[src/sv/iuto_pkg.sv]
// Shared constants, status codes and controller/datapath interface structs
// for the incremental unique topological order block. No dependencies.
package iuto_pkg;

  // Graph size
  localparam int MAX_NODES = 26;
  localparam int IDX_W     = $clog2(MAX_NODES);
  localparam int NCNT_W    = $clog2(MAX_NODES + 1);
  localparam int IDEG_W    = $clog2(MAX_NODES + 1);

  // Fixed field widths
  localparam int NODE_W = 5;
  localparam int CFG_W  = 5;
  localparam int REL_W  = 16;
  localparam int STAT_W = 2;

  localparam logic [CFG_W-1:0] NODE_COUNT_RST = CFG_W'(26);

  // Result status codes
  localparam logic [STAT_W-1:0] ST_UNDET = 2'd0;
  localparam logic [STAT_W-1:0] ST_FOUND = 2'd1;
  localparam logic [STAT_W-1:0] ST_CYCLE = 2'd2;

  // Input kind codes
  localparam logic KIND_ADD   = 1'b0;
  localparam logic KIND_CLEAR = 1'b1;

  // Controller to datapath
  typedef struct packed {
    logic capture;
    logic clear;
    logic update;
    logic step;
    logic load_fail;
    logic load_emit;
  } cmd_t;

  // Datapath to controller
  typedef struct packed {
    logic kind_clear;
    logic ready_none;
    logic ready_multi;
    logic round_last;
    logic emit_last;
    logic out_free;
  } sts_t;

endpackage

[src/sv/iuto_ctrl.sv]
// Controller state machine: sequences capture, graph update, ordering rounds
// and result emission. Depends on iuto_pkg.
module iuto_ctrl (
  input  logic          clk,
  input  logic          rst_n,
  input  logic          in_valid,
  output logic          in_stall,
  input  iuto_pkg::sts_t sts,
  output iuto_pkg::cmd_t cmd
);

  typedef enum logic [3:0] {
    S_IDLE   = 4'b0001,
    S_UPDATE = 4'b0010,
    S_ROUND  = 4'b0100,
    S_EMIT   = 4'b1000
  } state_t;

  state_t state_r, state_nxt;

  // Take an item only when idle
  assign in_stall = (state_r != S_IDLE);

  // Next state and commands
  always_comb begin
    state_nxt = state_r;
    cmd       = '0;
    unique case (state_r)
      S_IDLE: begin
        if (in_valid) begin
          cmd.capture = 1'b1;
          state_nxt   = S_UPDATE;
        end
      end
      S_UPDATE: begin
        if (sts.kind_clear) begin
          cmd.clear = 1'b1;
          state_nxt = S_IDLE;
        end else begin
          cmd.update = 1'b1;
          state_nxt  = S_ROUND;
        end
      end
      S_ROUND: begin
        if (sts.ready_none || sts.ready_multi) begin
          if (sts.out_free) begin
            cmd.load_fail = 1'b1;
            state_nxt     = S_IDLE;
          end
        end else begin
          cmd.step = 1'b1;
          if (sts.round_last) begin
            state_nxt = S_EMIT;
          end
        end
      end
      S_EMIT: begin
        if (sts.out_free) begin
          cmd.load_emit = 1'b1;
          if (sts.emit_last) begin
            state_nxt = S_IDLE;
          end
        end
      end
      default: begin
        state_nxt = S_IDLE;
      end
    endcase
  end

  // Hold state
  always_ff @(posedge clk) begin
    if (!rst_n) begin
      state_r <= S_IDLE;
    end else begin
      state_r <= state_nxt;
    end
  end

endmodule

[src/sv/iuto_dp.sv]
// Datapath: graph store, in-degrees, ordering round logic, order buffer and
// output register. Depends on iuto_pkg; driven by iuto_ctrl commands.
module iuto_dp (
  input  logic                          clk,
  input  logic                          rst_n,
  input  logic                          in_kind,
  input  logic [iuto_pkg::NODE_W-1:0]   in_from_node,
  input  logic [iuto_pkg::NODE_W-1:0]   in_to_node,
  input  logic                          cfg_valid,
  input  logic [iuto_pkg::CFG_W-1:0]    cfg_node_count,
  input  logic                          out_stall,
  output logic                          out_valid,
  output logic [iuto_pkg::STAT_W-1:0]   out_status,
  output logic [iuto_pkg::REL_W-1:0]    out_relation_count,
  output logic [iuto_pkg::NODE_W-1:0]   out_position,
  output logic [iuto_pkg::NODE_W-1:0]   out_node,
  output logic                          out_last,
  input  iuto_pkg::cmd_t                cmd,
  output iuto_pkg::sts_t                sts
);

  localparam int N      = iuto_pkg::MAX_NODES;
  localparam int IDX_W  = iuto_pkg::IDX_W;
  localparam int NCNT_W = iuto_pkg::NCNT_W;
  localparam int IDEG_W = iuto_pkg::IDEG_W;
  localparam int NODE_W = iuto_pkg::NODE_W;
  localparam int REL_W  = iuto_pkg::REL_W;
  localparam int STAT_W = iuto_pkg::STAT_W;

  // Captured item and configuration
  logic                         kind_r;
  logic [NODE_W-1:0]            from_r;
  logic [NODE_W-1:0]            to_r;
  logic [iuto_pkg::CFG_W-1:0]   node_count_r;

  // Graph state
  logic [N-1:0]                 adj_r [N];
  logic [IDEG_W-1:0]            indeg_r [N];
  logic [REL_W-1:0]             rel_r;

  // Ordering state
  logic [IDEG_W-1:0]            rem_r [N];
  logic [N-1:0]                 placed_r;
  logic [IDX_W-1:0]             round_r;
  logic [IDX_W-1:0]             emit_r;
  logic [IDX_W-1:0]             order_r [N];

  // Output register
  logic                         out_valid_r;
  logic [STAT_W-1:0]            out_status_r;
  logic [REL_W-1:0]             out_rel_r;
  logic [NODE_W-1:0]            out_pos_r;
  logic [NODE_W-1:0]            out_node_r;
  logic                         out_last_r;

  logic [NCNT_W-1:0]            n_act;
  logic [N-1:0]                 active;
  logic [N-1:0]                 ready;
  logic [IDX_W-1:0]             pick_idx;
  logic [IDX_W-1:0]             rd_addr;
  logic [N-1:0]                 row;
  logic                         in_range;
  logic [IDX_W-1:0]             from_idx;
  logic [IDX_W-1:0]             to_idx;
  logic                         new_edge;
  logic                         out_free;

  // Clamp node count to one .. MAX_NODES
  always_comb begin
    if (node_count_r == '0) begin
      n_act = NCNT_W'(1);
    end else if (32'(node_count_r) > N) begin
      n_act = NCNT_W'(N);
    end else begin
      n_act = NCNT_W'(node_count_r);
    end
  end

  // Ready scan: active, unplaced, no remaining predecessors
  always_comb begin
    pick_idx = '0;
    for (int j = 0; j < N; j++) begin
      active[j] = (NCNT_W'(j) < n_act);
      ready[j]  = active[j] && !placed_r[j] && (rem_r[j] == '0);
      if (ready[j]) begin
        pick_idx = pick_idx | IDX_W'(j);
      end
    end
  end

  // Single adjacency read port shared by update and round
  assign from_idx = from_r[IDX_W-1:0];
  assign to_idx   = to_r[IDX_W-1:0];
  assign in_range = (32'(from_r) < N) && (32'(to_r) < N);
  assign rd_addr  = cmd.update ? from_idx : pick_idx;
  assign row      = adj_r[rd_addr];
  assign new_edge = in_range && !row[to_idx];

  assign out_free = !out_valid_r || !out_stall;

  // Status to controller
  assign sts.kind_clear  = (kind_r == iuto_pkg::KIND_CLEAR);
  assign sts.ready_none  = (ready == '0);
  assign sts.ready_multi = |(ready & (ready - N'(1)));
  assign sts.round_last  = (NCNT_W'(round_r) == n_act - NCNT_W'(1));
  assign sts.emit_last   = (NCNT_W'(emit_r) == n_act - NCNT_W'(1));
  assign sts.out_free    = out_free;

  // Capture item, hold configuration
  always_ff @(posedge clk) begin
    if (cmd.capture) begin
      kind_r <= in_kind;
      from_r <= in_from_node;
      to_r   <= in_to_node;
    end
  end

  always_ff @(posedge clk) begin
    if (!rst_n) begin
      node_count_r <= iuto_pkg::NODE_COUNT_RST;
    end else if (cfg_valid) begin
      node_count_r <= cfg_node_count;
    end
  end

  // Graph store: clear, add relation, count
  always_ff @(posedge clk) begin
    if (!rst_n || cmd.clear) begin
      for (int j = 0; j < N; j++) begin
        adj_r[j]   <= '0;
        indeg_r[j] <= '0;
      end
      rel_r <= '0;
    end else if (cmd.update) begin
      if (new_edge) begin
        adj_r[from_idx][to_idx] <= 1'b1;
        indeg_r[to_idx]         <= indeg_r[to_idx] + IDEG_W'(1);
      end
      if (rel_r != '1) begin
        rel_r <= rel_r + REL_W'(1);
      end
    end
  end

  // Ordering rounds: load in-degrees, place the single ready node, relax
  always_ff @(posedge clk) begin
    if (cmd.update) begin
      for (int j = 0; j < N; j++) begin
        rem_r[j] <= indeg_r[j] + IDEG_W'(new_edge && (to_idx == IDX_W'(j)));
      end
      placed_r <= '0;
      round_r  <= '0;
      emit_r   <= '0;
    end else if (cmd.step) begin
      for (int j = 0; j < N; j++) begin
        if (row[j] && (rem_r[j] != '0)) begin
          rem_r[j] <= rem_r[j] - IDEG_W'(1);
        end
      end
      placed_r          <= placed_r | ready;
      order_r[round_r]  <= pick_idx;
      round_r           <= round_r + IDX_W'(1);
    end else if (cmd.load_emit) begin
      emit_r <= emit_r + IDX_W'(1);
    end
  end

  // Output register: load a result, drop valid once taken
  always_ff @(posedge clk) begin
    if (!rst_n) begin
      out_valid_r <= 1'b0;
    end else if (cmd.load_fail || cmd.load_emit) begin
      out_valid_r <= 1'b1;
    end else if (!out_stall) begin
      out_valid_r <= 1'b0;
    end
  end

  always_ff @(posedge clk) begin
    if (cmd.load_fail) begin
      out_status_r <= sts.ready_multi ? iuto_pkg::ST_UNDET : iuto_pkg::ST_CYCLE;
      out_rel_r    <= rel_r;
      out_pos_r    <= '0;
      out_node_r   <= '0;
      out_last_r   <= 1'b1;
    end else if (cmd.load_emit) begin
      out_status_r <= iuto_pkg::ST_FOUND;
      out_rel_r    <= rel_r;
      out_pos_r    <= NODE_W'(emit_r);
      out_node_r   <= NODE_W'(order_r[emit_r]);
      out_last_r   <= sts.emit_last;
    end
  end

  assign out_valid          = out_valid_r;
  assign out_status         = out_status_r;
  assign out_relation_count = out_rel_r;
  assign out_position       = out_pos_r;
  assign out_node           = out_node_r;
  assign out_last           = out_last_r;

endmodule

[src/sv/incremental_unique_topo_order_top.sv]
// An add transaction runs an update step, then ordering rounds that place one
// node per cycle (up to n, n = active node count), then emits n results, one
// per cycle while out_stall is low; first result is registered. A failed check
// gives one result instead. No new item is taken until the transaction ends.
// A clear transaction captures, then clears. Synchronous active-low reset empties
// the graph and counter at once and sets the node count to 26; no clearing pass.
module incremental_unique_topo_order_top (
  input  logic                          clk,
  input  logic                          rst_n,
  input  logic                          in_valid,
  output logic                          in_stall,
  input  logic                          in_kind,
  input  logic [iuto_pkg::NODE_W-1:0]   in_from_node,
  input  logic [iuto_pkg::NODE_W-1:0]   in_to_node,
  input  logic                          cfg_valid,
  output logic                          cfg_ready,
  input  logic [iuto_pkg::CFG_W-1:0]    cfg_node_count,
  output logic                          out_valid,
  input  logic                          out_stall,
  output logic [iuto_pkg::STAT_W-1:0]   out_status,
  output logic [iuto_pkg::REL_W-1:0]    out_relation_count,
  output logic [iuto_pkg::NODE_W-1:0]   out_position,
  output logic [iuto_pkg::NODE_W-1:0]   out_node,
  output logic                          out_last
);

  iuto_pkg::cmd_t cmd;
  iuto_pkg::sts_t sts;

  // Configuration writes are always accepted and registered
  assign cfg_ready = 1'b1;

  iuto_ctrl u_ctrl (
    .clk      (clk),
    .rst_n    (rst_n),
    .in_valid (in_valid),
    .in_stall (in_stall),
    .sts      (sts),
    .cmd      (cmd)
  );

  iuto_dp u_dp (
    .clk                (clk),
    .rst_n              (rst_n),
    .in_kind            (in_kind),
    .in_from_node       (in_from_node),
    .in_to_node         (in_to_node),
    .cfg_valid          (cfg_valid),
    .cfg_node_count     (cfg_node_count),
    .out_stall          (out_stall),
    .out_valid          (out_valid),
    .out_status         (out_status),
    .out_relation_count (out_relation_count),
    .out_position       (out_position),
    .out_node           (out_node),
    .out_last           (out_last),
    .cmd                (cmd),
    .sts                (sts)
  );

endmodule

[config.mk]
export PLATFORM = sky130hd
export DESIGN_NAME = incremental_unique_topo_order_top
export DESIGN_NICKNAME = d
export VERILOG_FILES = /design/src/sv/iuto_pkg.sv /design/src/sv/iuto_ctrl.sv /design/src/sv/iuto_dp.sv /design/src/sv/incremental_unique_topo_order_top.sv
export SDC_FILE = /design/constraint.sdc
export NUM_CORES = 2
export LEC_CHECK = 0
export BUFFER_PORTS_ARGS = -buffer_cell sky130_fd_sc_hd__buf_2
export CAP_MARGIN = 20
export CORE_UTILIZATION = 30
export CTS_BUF_LIST = sky130_fd_sc_hd__clkbuf_4 sky130_fd_sc_hd__clkbuf_8 sky130_fd_sc_hd__clkbuf_16
export DETAILED_ROUTE_END_ITERATION = 12
export SLEW_MARGIN = 20
export SYNTH_ARGS = -nofsm -noshare
export SYNTH_HDL_FRONTEND = slang
export SYNTH_SLANG_ARGS = --single-unit
[constraint.sdc]
create_clock -name clk -period 7.5 [get_ports clk]
set_input_delay 1.5 -clock clk [delete_from_list [all_inputs] [get_ports clk]]
set_output_delay 1.5 -clock clk [all_outputs]
set_load 0.01 [all_outputs]
After elaboration in Yosys (flattened, before gate mapping)

Memory sizes are Yosys's and may differ from the RTL's. A register that Yosys moved wholly into a read port is not among the register bits.
Cells that the tools add are included.
W data, S select, Z words.

Bits in registers: 97
RAM bits: 1,066
Bits of input ports: 21
Output and inout bits: 32
Word-level logic and storage cells: 633
Memories kept: 4

Memories:

| memory       | depth | bits a word | read ports | clocked after Yosys merged registers in | wr ports | line          | text |
|---|---|---|---|---|---|---|---|
| u_dp.adj_r   | 26    | 26          | 1          | 0                                       | 26       | iuto_dp.sv:37 | `logic [N-1:0] adj_r [N];` |
| u_dp.indeg_r | 26    | 5           | 27         | 1                                       | 26       | iuto_dp.sv:38 | `logic [IDEG_W-1:0] indeg_r [N];` |
| u_dp.order_r | 26    | 5           | 1          | 1                                       | 1        | iuto_dp.sv:46 | `logic [IDX_W-1:0] order_r [N];` |
| u_dp.rem_r   | 26    | 5           | 26         | 0                                       | 26       | iuto_dp.sv:42 | `logic [IDEG_W-1:0] rem_r [N];` |

Add/subtract/negate cells: 58
Magnitude comparators: 31
Equal/unequal tests: 41
Muxes and demuxes: 250
Bitwise logic cells: 28
Reduce and logical (&&, ||, !) cells: 207

Operators with widths:

| cell                    | number |
|---|---|
| $mux W5                 | 55 |
| $mux W1                 | 142 |
| $logic_not A5 Y1        | 28 |
| $sub A5 B1 Y5 const B   | 27 |
| $add A5 B1 Y5           | 26 |
| $mux W26                | 5 |
| $reduce_bool A5 Y1      | 26 |
| $mux W16                | 8 |
| $logic_and A1 B1 Y1     | 107 |
| $mux W4                 | 24 |
| $reduce_or A26 Y1       | 2 |
| $eq A5 B5 Y1 const B    | 10 |
| $lt A5 B5 Y1 const A    | 10 |
| $eq A5 B4 Y1 const B    | 8 |
| $lt A4 B5 Y1 const A    | 8 |
| $logic_not A1 Y1        | 30 |
| $and A26 B26 Y26        | 1 |
| $logic_not A26 Y1       | 1 |
| $or A1 B1 Y1            | 26 |
| $or A26 B26 Y26         | 1 |
| $sub A26 B1 Y26 const B | 1 |
| $eq A5 B3 Y1 const B    | 4 |
| $lt A3 B5 Y1 const A    | 4 |
| $add A16 B1 Y16 const B | 1 |
| other kinds (29)        | 60 |

Longest topological paths before layout

An unclocked memory read counts as a cell.

Depth in word-level cells: 44
Depth in mapped cells: 30
Gate-level depth less buffers: 22

Hierarchy

From an unflattened synthesis, not the netlist that was laid out.

Cells, all modules: 6,166
Area, all modules: 61,058.6 sq um

Modules (own cells, without submodules):

| module                            | times used | cells an instance | area an instance (sq um) | seq. area each (sq um) |
|---|---|---|---|---|
| iuto_dp                           | 1          | 6,130             | 60,734.5                 | 31,620.3 |
| iuto_ctrl                         | 1          | 34                | 312.8                    | 80.1 |
| incremental_unique_topo_order_top | 1          | 2                 | 11.3                     | 0.0 |

Worst setup path before layout

No wires, ideal clock.

Path kind: register to register
Start point: mem u_dp.rem_r[1][10] in the netlist's numbering
End point: mem u_dp.rem_r[1][39] in the netlist's numbering, data pin
Setup time: 0.257 ns
Arrival time: 4.987 ns
Required time: 7.243 ns
Path slack: 2.256 ns
Cell stages (with the launch flop): 25
Buffers on the path: 4
Clock period less this slack: 5.244 ns
Path through: edfxtp_1 inv_1 ha_1 or4b_4 a2111oi_4 nor4_1 and2_4 a21oi_2 buf_6 buf_4 buf_4 mux2i_1 o22ai_1 a32o_1 o41ai_1 o22a_1 o21a_1 nand3_1 buf_2 nor3_1 ha_1 ha_1 nand3_1 xnor2_1 a32o_1

RTL lines:

| what        | line |
|---|---|
| from (decl) | iuto_dp.sv:42 |

==> metrics.md <==
| Metric | Value |
|---|---|
| Met1 usage | `0.2587` |
| RSZ-0062 raised after global routing | `no` |
| WHS | `348.8 ps` |
| Max cap viols | `0` |
| Rel. slew slack | `0.1980` |
| Skew-Pair Late Insertion Delay | `830 ps` |
| Cell variety after synth | `102` |
| Ys async rst share | `0` |
| Largest family of logic cells by synthesized area | `compound AO/OA/AOI/OAI gates` |
| Register area share after synthesis | `0.5164` |
| Synth Area in XOR/XNOR | `0.02297` |
| Capturing element type of the critical path | `flop` |
| Compound-cell area share of the yosys netlist | `0.1762` |
| P_leak | `24.06 nW` |
| Outcome | `finished clean` |
| # IOs | `53` |
| Simple-Gate Fraction of Synth Area | `0.1464` |
| Synth Register Bits | `1,359` |
| Detailed placement HPWL | `137,700 um` |
| CTS root buffer | `clkbuf_16` |
| Placer Congestion | `0.9136` |
| Starting Density | `0.3028` |
| DRC | `0` |
| Vias/cell | `5.637` |
| Max Root-Sink Buffers | `3` |
| Layout cells sized above 1 | `0.1273` |
| Min Tclk post-route | `7264 ps` |
| Die area | `0.2064 mm^2` |
| Max Fclk | `137.7 MHz` |
| Clock-pin slew on the worst setup and hold paths | `60 ps` |
| Largest net degree at the start of global routing | `168` |
| Chip Height | `454.3 um` |
| DRT antenna net count | `0` |
| Arr. time, crit path | `7780 ps` |
| Worst-Margin Slew | `1202 ps` |
| Register area | `0.03170 mm^2` |
| Nature of the critical path startpoint | `flop` |
| FILL cells | `20,260` |
| Total routed wirelength | `206,800 um` |
| Overflow after GRT | `0` |
| Final Hold Violating Endpoints | `0` |
| Post-Synth Adder-Cell Area | `0.01790` |
| Multi-input logic area | `0.02673 mm^2` |
| CTS sink count | `1,359` |
| Mux contribution to synthesized area | `0.06535` |
| Die X | `454.3 um` |
| Global Route met2 Usage | `0.3042` |
| Core Box Area | `0.2027 mm^2` |
| Pwr/cell area | `312.9 mW/mm^2` |
| Max Slew Vio Count | `0` |
| Nets@finish | `6,006` |
| Area Growth Syn to Fin | `13.15%` |
| Hold Path Class | `reg2reg` |
| DR vias | `49,000` |
| Yosys warning count | `0` |
| Syn avg cell area | `10.05 um^2` |
| Routed len/inst | `23.79 um` |
| Tcrit/Tclk final | `0.9686` |
| Post-synth EDFFs | `449` |
| Worst EP required | `8020 ps` |
| Gr usage total | `0.1945` |
| CTS tree | `built` |
| # port buffers | `51` |
| Worst IR drop on VDD | `0.2767 mV` |
| Critical path class | `reg2reg` |
| Met3 Use GR | `0.04127` |
| Final Setup Violations | `0` |
| GRT busiest layer | `met2` |
| # rows | `165` |
| Detailed Routing Iterations Pass 1 | `7` |
| CTS buffer count | `147` |
| H-tree depth | `4` |
| Synth Instances | `6,110` |
| Top FF cell, synth | `dfxtp_1` |
| Max Fanout on Critical Path | `42` |
| Final setup skew | `81.02 ps` |
| Iteration-0 DRC Markers | `5,738` |
| Initial antenna violation count | `3` |
| Setup TNS | `0 ps` |
| Netlist Area Pre-Place | `0.06138 mm^2` |
| Vias in the first global route | `46,390` |
| First-pass GRT wire length | `305,300 um` |
critical path, stage by stage, from the launching register on:
cell	delay (ps)
edfxtp_1	410
inv_1	80
ha_1	190
nor4b_1	540
nor3b_1	720
nor3_1	340
a31o_4	460
nand2_8	400
buf_4	250
nand2_1	60
and3_1	180
a2111oi_0	900
buf_4	250
o211ai_1	100
o311a_1	220
o21a_1	230
nand3_1	250
buf_4	270
nor4_1	80
buf_4	170
ha_1	190
ha_1	200
buf_4	130
xor2_1	130
nand2_1	70
o21ai_0	90
cells by family after synthesis:
group | after synthesis
buffers and inverters | 752
AO/OA/AOI/OAI | 1460
AND/OR/NAND/NOR | 1998
multiplexers | 290
other | 2
XOR/XNOR | 161
flip-flops | 1359
adder cells (fa/ha/maj) | 88
where the power goes:
group	internal (W)	switching (W)	total, W
Combinational	0.00159	0.00422	0.00580
Clock	0.00438	0.00321	0.00759
Sequential	0.00802	0.000317	0.00834
metrics by stage:
step           worst slack (ps)  total power (W)  utilization  cells  area, um^2
6_report                  235.6          0.02173       0.3426   8692       69450
5_1_grt                   3.782          0.02235       0.3426   8690       69450
4_1_cts                   68.54          0.02171       0.3424   8687       69410
3_5_place_dp              125.2          0.01416       0.3172   8418       64300
3_3_place_gp              188.1          0.01409       0.3172   8418       64300
2_1_floorplan              2256          0.01172            -   6139       61490
cells in the final DEF, fill, tap and decap left out, types with 27 or more instances in the layout:
cell type,instances
o21ai_0,327
xnor2_1,61
xor2_1,97
buf_2,51
nor3_1,96
mux4_2,85
clkbuf_16,150
a211oi_1,84
o22ai_1,31
edfxtp_1,449
nand2_1,934
o211ai_1,31
a31oi_1,38
nand3_1,222
a32o_1,231
clkinv_2,28
mux2i_1,169
a22oi_1,32
a21oi_1,201
nor2_1,399
inv_1,96
nor4_1,103
buf_4,185
conb_1,31
mux2_2,33
ha_1,87
dfxtp_1,907
a22o_1,260
and3_1,53
buf_12,27
final cells by class:
cell class | instances | share of cell area
clock inverters | 71 | 0.01236
multi-input cells | 4028 | 0.3849
well taps | 2672 | 0.04814
flip-flops and latches | 1359 | 0.4565
diodes | 2 | 0.00007206
repair buffers | 263 | 0.03145
clock buffers | 198 | 0.06122
inverters | 99 | 0.005350
layer usage:
layer  up-vias  part of all wire
li1      21910                 -
met2      2371              0.45
met5         -          0.000097
met4         2             0.044
met1     24210              0.41
met3       498             0.094
synth_stat cells (19+ instances only):
cell      number  share of area
nor3_1       100         0.0082
buf_6         21         0.0039
nand2_1      936          0.057
a32o_1       231          0.038
o211ai_1      31         0.0038
and3_1        54         0.0055
xnor2_1       62         0.0088
a22o_1       260          0.037
mux2i_1      169          0.028
nor2_1       408          0.025
edfxtp_1     449           0.22
o21ai_0      328          0.027
mux4_2        85          0.031
a211oi_1      84          0.010
dfxtp_1      910           0.30
ha_1          87          0.018
a22oi_1       32         0.0039
buf_2        136          0.011
inv_1         96         0.0059
a31oi_1       38         0.0039
nand3_1      224          0.018
clkbuf_1     428          0.026
o22ai_1       32         0.0033
a21oi_1      202          0.016
mux2_2        33         0.0061
buf_4         54         0.0066
nor4_1       104          0.011
xor2_1        99          0.014
nor2b_1       19         0.0019
path summary, 6_finish.rpt:
path                            from                  to  slack, ps  depth (start not counted)
hold / removal    u_dp.adj_r[30][13]  u_dp.adj_r[30][13]        350                          0
setup / recovery   u_dp.rem_r[1][35]   u_dp.rem_r[0][37]        240                         25
setup reg to reg   u_dp.rem_r[1][35]   u_dp.rem_r[0][37]        240                         25
hold reg to reg   u_dp.adj_r[30][13]  u_dp.adj_r[30][13]        350                          0
registers in the layout (all words and copies together), names as in the netlist, 16 cells and up, named ones only:
| signal | flops |
|---|---|
| u_dp.adj_r | 832 |
| u_dp.indeg_r | 160 |
| u_dp.order_r | 130 |
| u_dp.out_relation_count | 16 |
| u_dp.placed_r | 26 |
| u_dp.rel_r | 16 |
| u_dp.rem_r | 130 |
what timing repair did:
| item | CTS | global route |
|---|---|---|
| setup buffers | 0 | 3 |
| setup endpoints to repair | 0 | 35 |
| gates resized for setup | 0 | 2 |
| hold buffers | 0 | 0 |
Note: power is estimated with default switching activity, not from simulation.
